==> src/sv/gmdff_pkg.sv <==
package gmdff_pkg;

	localparam int GRID_W = 128;
	localparam int GRID_H = 128;
	localparam int CXW = $clog2(GRID_W);
	localparam int CYW = $clog2(GRID_H);

	localparam int COORD_W = 12;
	localparam int DIV_W = 7;
	localparam int DIV_LANES = 4;
	localparam int STEP_W = $clog2(COORD_W);

	localparam int LN_X = 0;
	localparam int LN_Y = 1;
	localparam int LN_W = 2;
	localparam int LN_H = 3;

	localparam int CFG_IDX_W = 3;
	localparam int CFG_DATA_W = 32;
	localparam int CNT_W = 16;
	localparam int ID_W = 32;

	typedef enum logic [1:0] {
		ST_ACCEPT   = 2'd0,
		ST_BORDER   = 2'd1,
		ST_OCCUPIED = 2'd2,
		ST_LIMIT    = 2'd3
	} status_t;

	typedef enum logic [CFG_IDX_W-1:0] {
		CFG_MIN_DIST  = 3'd0,
		CFG_PATCH     = 3'd1,
		CFG_IMG_W     = 3'd2,
		CFG_IMG_H     = 3'd3,
		CFG_MAX_FEAT  = 3'd4,
		CFG_FIRST_ID  = 3'd5
	} cfg_idx_t;

	typedef enum logic [1:0] {
		ROW_C,
		ROW_U,
		ROW_D
	} row_sel_t;

	typedef enum logic [3:0] {
		S_IDLE,
		S_CHECK,
		S_DIV,
		S_CLAMP,
		S_RD_C,
		S_WR_C,
		S_RD_U,
		S_WR_U,
		S_RD_D,
		S_WR_D,
		S_ACCEPT,
		S_DONE
	} state_t;

	typedef struct packed {
		logic     capture;
		logic     div_start;
		logic     clamp;
		logic     mem_rd;
		logic     mem_wr;
		row_sel_t row_sel;
		logic     set_status;
		status_t  status_val;
		logic     accept;
		logic     load_out;
	} cmd_t;

	typedef struct packed {
		logic limit_hit;
		logic border_fail;
		logic grid_on;
		logic div_done;
		logic occupied;
		logic has_up;
		logic has_down;
		logic out_free;
	} stat_t;

endpackage

==> src/sv/gmdff_ctrl.sv <==
module gmdff_ctrl (
	input  logic              clk,
	input  logic              arst_n,
	input  logic              in_valid,
	output logic              in_stall,
	input  gmdff_pkg::stat_t  stat,
	output gmdff_pkg::cmd_t   cmd
);
	import gmdff_pkg::*;

	state_t state_q;
	state_t state_n;

	always_ff @(posedge clk or negedge arst_n) begin
		if (!arst_n)
			state_q <= S_IDLE;
		else
			state_q <= state_n;
	end

	always_comb begin
		state_n = state_q;
		cmd = '0;
		cmd.row_sel = ROW_C;
		cmd.status_val = ST_ACCEPT;
		unique case (state_q)
			S_IDLE: begin
				if (in_valid) begin
					cmd.capture = 1'b1;
					state_n = S_CHECK;
				end
			end
			S_CHECK: begin
				if (stat.limit_hit) begin
					cmd.set_status = 1'b1;
					cmd.status_val = ST_LIMIT;
					state_n = S_DONE;
				end else if (stat.border_fail) begin
					cmd.set_status = 1'b1;
					cmd.status_val = ST_BORDER;
					state_n = S_DONE;
				end else if (stat.grid_on) begin
					cmd.div_start = 1'b1;
					state_n = S_DIV;
				end else begin
					state_n = S_ACCEPT;
				end
			end
			S_DIV: begin
				if (stat.div_done)
					state_n = S_CLAMP;
			end
			S_CLAMP: begin
				cmd.clamp = 1'b1;
				state_n = S_RD_C;
			end
			S_RD_C: begin
				cmd.mem_rd = 1'b1;
				state_n = S_WR_C;
			end
			S_WR_C: begin
				// drop the point if its cell is taken, else claim it
				if (stat.occupied) begin
					cmd.set_status = 1'b1;
					cmd.status_val = ST_OCCUPIED;
					state_n = S_DONE;
				end else begin
					cmd.mem_wr = 1'b1;
					if (stat.has_up)
						state_n = S_RD_U;
					else if (stat.has_down)
						state_n = S_RD_D;
					else
						state_n = S_ACCEPT;
				end
			end
			S_RD_U: begin
				cmd.mem_rd = 1'b1;
				cmd.row_sel = ROW_U;
				state_n = S_WR_U;
			end
			S_WR_U: begin
				cmd.mem_wr = 1'b1;
				cmd.row_sel = ROW_U;
				state_n = stat.has_down ? S_RD_D : S_ACCEPT;
			end
			S_RD_D: begin
				cmd.mem_rd = 1'b1;
				cmd.row_sel = ROW_D;
				state_n = S_WR_D;
			end
			S_WR_D: begin
				cmd.mem_wr = 1'b1;
				cmd.row_sel = ROW_D;
				state_n = S_ACCEPT;
			end
			S_ACCEPT: begin
				cmd.accept = 1'b1;
				state_n = S_DONE;
			end
			S_DONE: begin
				// hold until the output register can take the beat
				if (stat.out_free) begin
					cmd.load_out = 1'b1;
					state_n = S_IDLE;
				end
			end
			default: state_n = S_IDLE;
		endcase
	end

	assign in_stall = state_q != S_IDLE;

endmodule

==> config.mk <==
export PLATFORM = sky130hd
export DESIGN_NAME = gmdff_ctrl
export DESIGN_NICKNAME = d
export VERILOG_FILES = /design/src/sv/gmdff_pkg.sv /design/src/sv/gmdff_ctrl.sv
export SDC_FILE = /design/constraint.sdc
export NUM_CORES = 1
export LEC_CHECK = 0
export BUFFER_PORTS_ARGS = -buffer_cell sky130_fd_sc_hd__buf_2
export CORE_AREA = 2 2 39 41
export CTS_CLUSTER_SIZE = 14
export DETAILED_ROUTE_END_ITERATION = 7
export DIE_AREA = 0 0 41 43
export PLACE_DENSITY_LB_ADDON = 0.3
export SYNTH_ARGS = -nofsm -noshare
export SYNTH_HDL_FRONTEND = slang
export SYNTH_SLANG_ARGS = --single-unit
==> constraint.sdc <==
create_clock -name clk -period 1.4 [get_ports clk]
set_input_delay 0.07 -clock clk [delete_from_list [all_inputs] [get_ports clk]]
set_output_delay 0.07 -clock clk [all_outputs]
set_load 0.02 [all_outputs]
; ---- Word-level counts from Yosys, hierarchy flattened
; Cells that the tools add are included.
[totals]
in_bits = 11
reg_bits = 4
out_inout_bits = 13
elab_cells = 50
[classes]
reduce_logical = 7
muxes = 28
n_eq_ne = 14
[op_table]
columns = op, n
row1 = 4-bit one-hot mux with 12 select lines, 1
row2 = 4-bit 2-to-1 mux, 8
row3 = "4-bit by 3-bit == test with 1-bit output, second input constant", 4
row4 = "4-bit == test, second input constant", 4
row5 = 1-bit 2-to-1 mux, 12
row6 = 3-bit 2-to-1 mux, 3
row7 = "4-bit by 2-bit == test with 1-bit output, second input constant", 2
row8 = "2-bit inequality test, second input constant", 3
row9 = 3-bit one-hot mux with 2 select lines, 1
row10 = 2-bit OR reduction, 3
row11 = "4-bit by 1-bit == test with 1-bit output, second input constant", 1
row12 = 4-bit logical NOT, 1
row13 = 2-bit one-hot mux with 2 select lines, 1
row14 = 4-bit nonzero test, 1
row15 = 3-bit AND reduction, 1
row16 = 3-bit OR reduction, 1
row17 = 2-bit 2-to-1 mux, 1
row18 = 1-bit one-hot mux with 2 select lines, 1

; ---- Longest topological paths before layout
[depth]
word_depth = 4
mapped_depth = 5
depth_no_buf = 4

; ---- Worst setup path after synthesis
; No wires, ideal clock.
[synth_timing]
kind = register to output
start = register state_q[1]
end = output cmd[3] (netlist name)
path_buffers = 1
stages_incl_launch_ff = 4
arrival_ns = 1.508
path_slack_ns = -0.178
t_required_ns = 1.330
path_cell_list = dfrtp_1 -> buf_6 -> or4b_4 -> o21ai_0
[synth_rtl]
columns = item, line
row1 = start: declaration, gmdff_ctrl.sv:11  ; state_t state_q;
row2 = start signal: assignment, gmdff_ctrl.sv:18  ; state_q <= state_n;
row3 = end: declaration, gmdff_ctrl.sv:7  ; output gmdff_pkg::cmd_t cmd

==> run summary <==
The wire length of the first global-routing pass came out at 2.11 mm. The achievable clock frequency is 0.645 GHz. The worst slack after detailed placement came out at 0.000647 ns.

The count of nets left with antenna violations once routing finished came out at 0. Across all setup checks in the final design, the least slack found is -0.150 ns. The largest registers in the layout are state_q x4.

Clock tree synthesis found a total of 4 sinks. The post-synthesis sequential element count is 4. Leaving out fill and tap cells, the most frequent cell in the layout is sky130_fd_sc_hd__buf_2. The areal power density over the cells is 2170 mW/mm^2. The synthesis warning total came out at 0. The via count of the first global-routing pass is 535. The TritonCTS clock tree is built. The DRC violations left is 0. In the routed layout, each cell is associated on average with a via count of 5.27.

The die height is 43 microns. The run finished, with violations left. For this design the top-level I/O count stands at 24. The total count of hold-check failures in the final report is 0.

The proportion of synthesized flip-flops having asynchronous set or reset came out at 100%. The master cell of the clock root buffer is sky130_fd_sc_hd__clkbuf_4. The placer's final routability congestion estimate came out at 0.868. The number of antenna violations at the first check in global routing came out at 0. The average cell area after synthesis came out at 7.51 sq um. The launching element of the worst setup path is state_q[3]$_DFFE_PN0P_.

The checks that failed: negative setup slack. The max-slew violation total from the final report was 0. Counting flops per register, the top entry is state_q. STA classifies the critical path endpoint as an output pin. The CTS H-tree depth is 1. The maximum buffer depth of the clock tree came out at 2.

The setup path with the least slack is of type flip-flop to output pin. The worst register-to-register path begins at state_q[3]$_DFFE_PN0P_. In this run the most critical hold path is launched from stat[0]. The path class of the tightest hold or removal check is input port to flip-flop.

The count of nets after finishing came out at 110. The most used flip-flop cell after synthesis is sky130_fd_sc_hd__dfrtp_1. Setup violations remaining at the end of the flow were counted as 5. Clock latency on the worst-skew pair, taken at its later pin, is 0.23 ns. The distinct cell type count after synthesis came out at 25. The worst-path maximum fanout is 5. The share of the yosys chip area belonging to registers came out at 21.5%.

The count of buffers added on input and output ports is 23. The fraction of met3 tracks used by global routing came out at 3.66%. The first-pass iteration count of the detailed router is 6. The pin count of the biggest net entering global routing came out at 15.

The vias after detailed routing is 595. The static power due to leakage is 0.374 nW. The arrival time reported for the critical path endpoint is 1.48 ns.

The repair_antennas step left the layout with diodes totalling 0. The starting density of the core is 33.6%. The number of nets in the synthesized netlist is 73. The maximum VDD drop came out at 1.15 mV.

The netlist area before placement came out at 465 sq um. The final clock skew is 0.00206 ns. After the first detailed-routing iteration, the DRC count stood at 7. STA classifies the critical path startpoint as a flip-flop. The die covers 0.00176 sq mm. The core outline area is 0.00138 sq mm. The number of flip-flops under the largest register name is 4. The total congestion overflow is 0.

Setup repair after global routing could not meet its margin everywhere. The global routing stage identified its most utilized layer as met2. After floorplanning, the core was divided into 14 placement rows. After technology mapping, the gate count stands at 62.

The synthesized design contains 0 enable-type register cells. The wire length per cell after detailed routing came out at 12.2 microns. The signed area change from the synthesized netlist to the final layout is 67.2%. The floorplan step set the die width to 41 microns. For met2 alone, demand over resource in global routing was 26.3%.

At the pin with the least slew margin, the transition time is 0.356 ns. The overall track demand over capacity in global routing is 17.5%. The clock-pin slew on the worst setup and hold paths came out at 0.04 ns. The number of buffers inserted during clock tree synthesis came out at 3. The part of the cycle the worst path needs came out at 111%.

Global routing used 21.4% of the available met1 tracks. Max-cap violations in this run came to 0. Leaving out fill and tap cells, the most frequent cells in the layout are sky130_fd_sc_hd__buf_2 (15), sky130_fd_sc_hd__buf_4 (12), sky130_fd_sc_hd__nor2_1 (11).

The minimum clock period is 1.55 ns. The total length of routed wires came out at 1.38 mm. Cells fill 56.2% of the core in the end. Once detailed placement completed, the half-perimeter wirelength came to 911 microns. The required time of the critical path came out at 1.33 ns. The share of final-layout standard cells stronger than drive strength 1 came out at 56.7%. In this run the tightest slew margin relative to its limit is 76.1%.
==> through the flow <==
step           instances  total power (W)  hold WS, ns  setup TNS [ns]  instance area, sq um
6_report             113          0.00169        0.138          -0.647                   778
5_1_grt              113          0.00181        0.147           -1.04                   778
4_1_cts              109          0.00148        0.132          -0.647                   702
3_5_place_dp         104          0.00119       -0.123               0                   603
3_3_place_gp         104          0.00119       -0.123               0                   603
2_1_floorplan         62         0.000957       -0.226          -0.144                   465
==> worst paths after layout <==
path	slack [ns]	depth (start not counted)	to
max in group asynchronous	1.12	2	state_q[0]$_DFFE_PN0P_
worst min register to register	0.64	2	state_q[2]$_DFFE_PN0P_
worst max-delay path	-0.15	3	cmd[4]
worst max register to register	-0.12	5	state_q[0]$_DFFE_PN0P_
min in group asynchronous	0.16	2	state_q[1]$_DFFE_PN0P_
worst min-delay path	0.14	3	state_q[0]$_DFFE_PN0P_
==> kinds of logic after synthesis <==
kind of cell / share of synthesized area (%)
simple gates: 36.8
compound gates: 27.7
flops: 21.5
buf+inv: 14.0
==> layout make-up <==
cell class	count	area (sq um)
clock buffers	3	22.5
fillers	137	606
inverters	4	15.0
multi-input cells	50	355
flip-flops and latches	4	100
well taps	16	20.0
repair buffers	36	265
==> power breakdown <==
part | total [W] | internal (W) | switching [W]
registers | 0.000204 | 0.000173 | 0.0000310
logic | 0.00134 | 0.000629 | 0.000710
clock network | 0.000142 | 0.0000958 | 0.0000465
total | 0.00169 | 0.000898 | 0.000788
==> cell usage after synthesis (2+ instances only) <==
| cell | instances | area share (%) |
|---|---|---|
| sky130_fd_sc_hd__o21ai_0 | 3 | 3.2 |
| sky130_fd_sc_hd__nor2_1 | 14 | 11 |
| sky130_fd_sc_hd__inv_1 | 4 | 3.2 |
| sky130_fd_sc_hd__dfrtp_1 | 4 | 22 |
| sky130_fd_sc_hd__nand2_1 | 5 | 4.0 |
| sky130_fd_sc_hd__clkbuf_8 | 2 | 5.9 |
| sky130_fd_sc_hd__buf_6 | 2 | 4.8 |
| sky130_fd_sc_hd__a21oi_1 | 6 | 6.5 |
| sky130_fd_sc_hd__nand2b_1 | 3 | 4.0 |
| sky130_fd_sc_hd__nor3_1 | 4 | 4.3 |
==> timing repair <==
item / CTS / global route
resized for setup: 16 / 14
endpoints found under the setup margin: 10 / 11
pin swaps: 5 / 2
endpoints found under the hold margin: 4 / 0
setup buffers: 1 / 5
hold buffers: 1 / 0
==> worst max-delay path: stages, from the launching register on <==
cell                        delay, ns
sky130_fd_sc_hd__dfrtp_1         0.37
sky130_fd_sc_hd__or4b_4          0.59
sky130_fd_sc_hd__o2bb2ai_4       0.15
sky130_fd_sc_hd__buf_6           0.13
==> per-layer routing <==
| layer | part of all wire [%] | up-vias |
|---|---|---|
| li1 | - | 287 |
| met1 | 40 | 270 |
| met2 | 51 | 28 |
| met3 | 5.9 | 10 |
| met4 | 3.1 | 0 |
| met5 | 0 | - |
No activity file was read; power rests on OpenSTA's default activity.
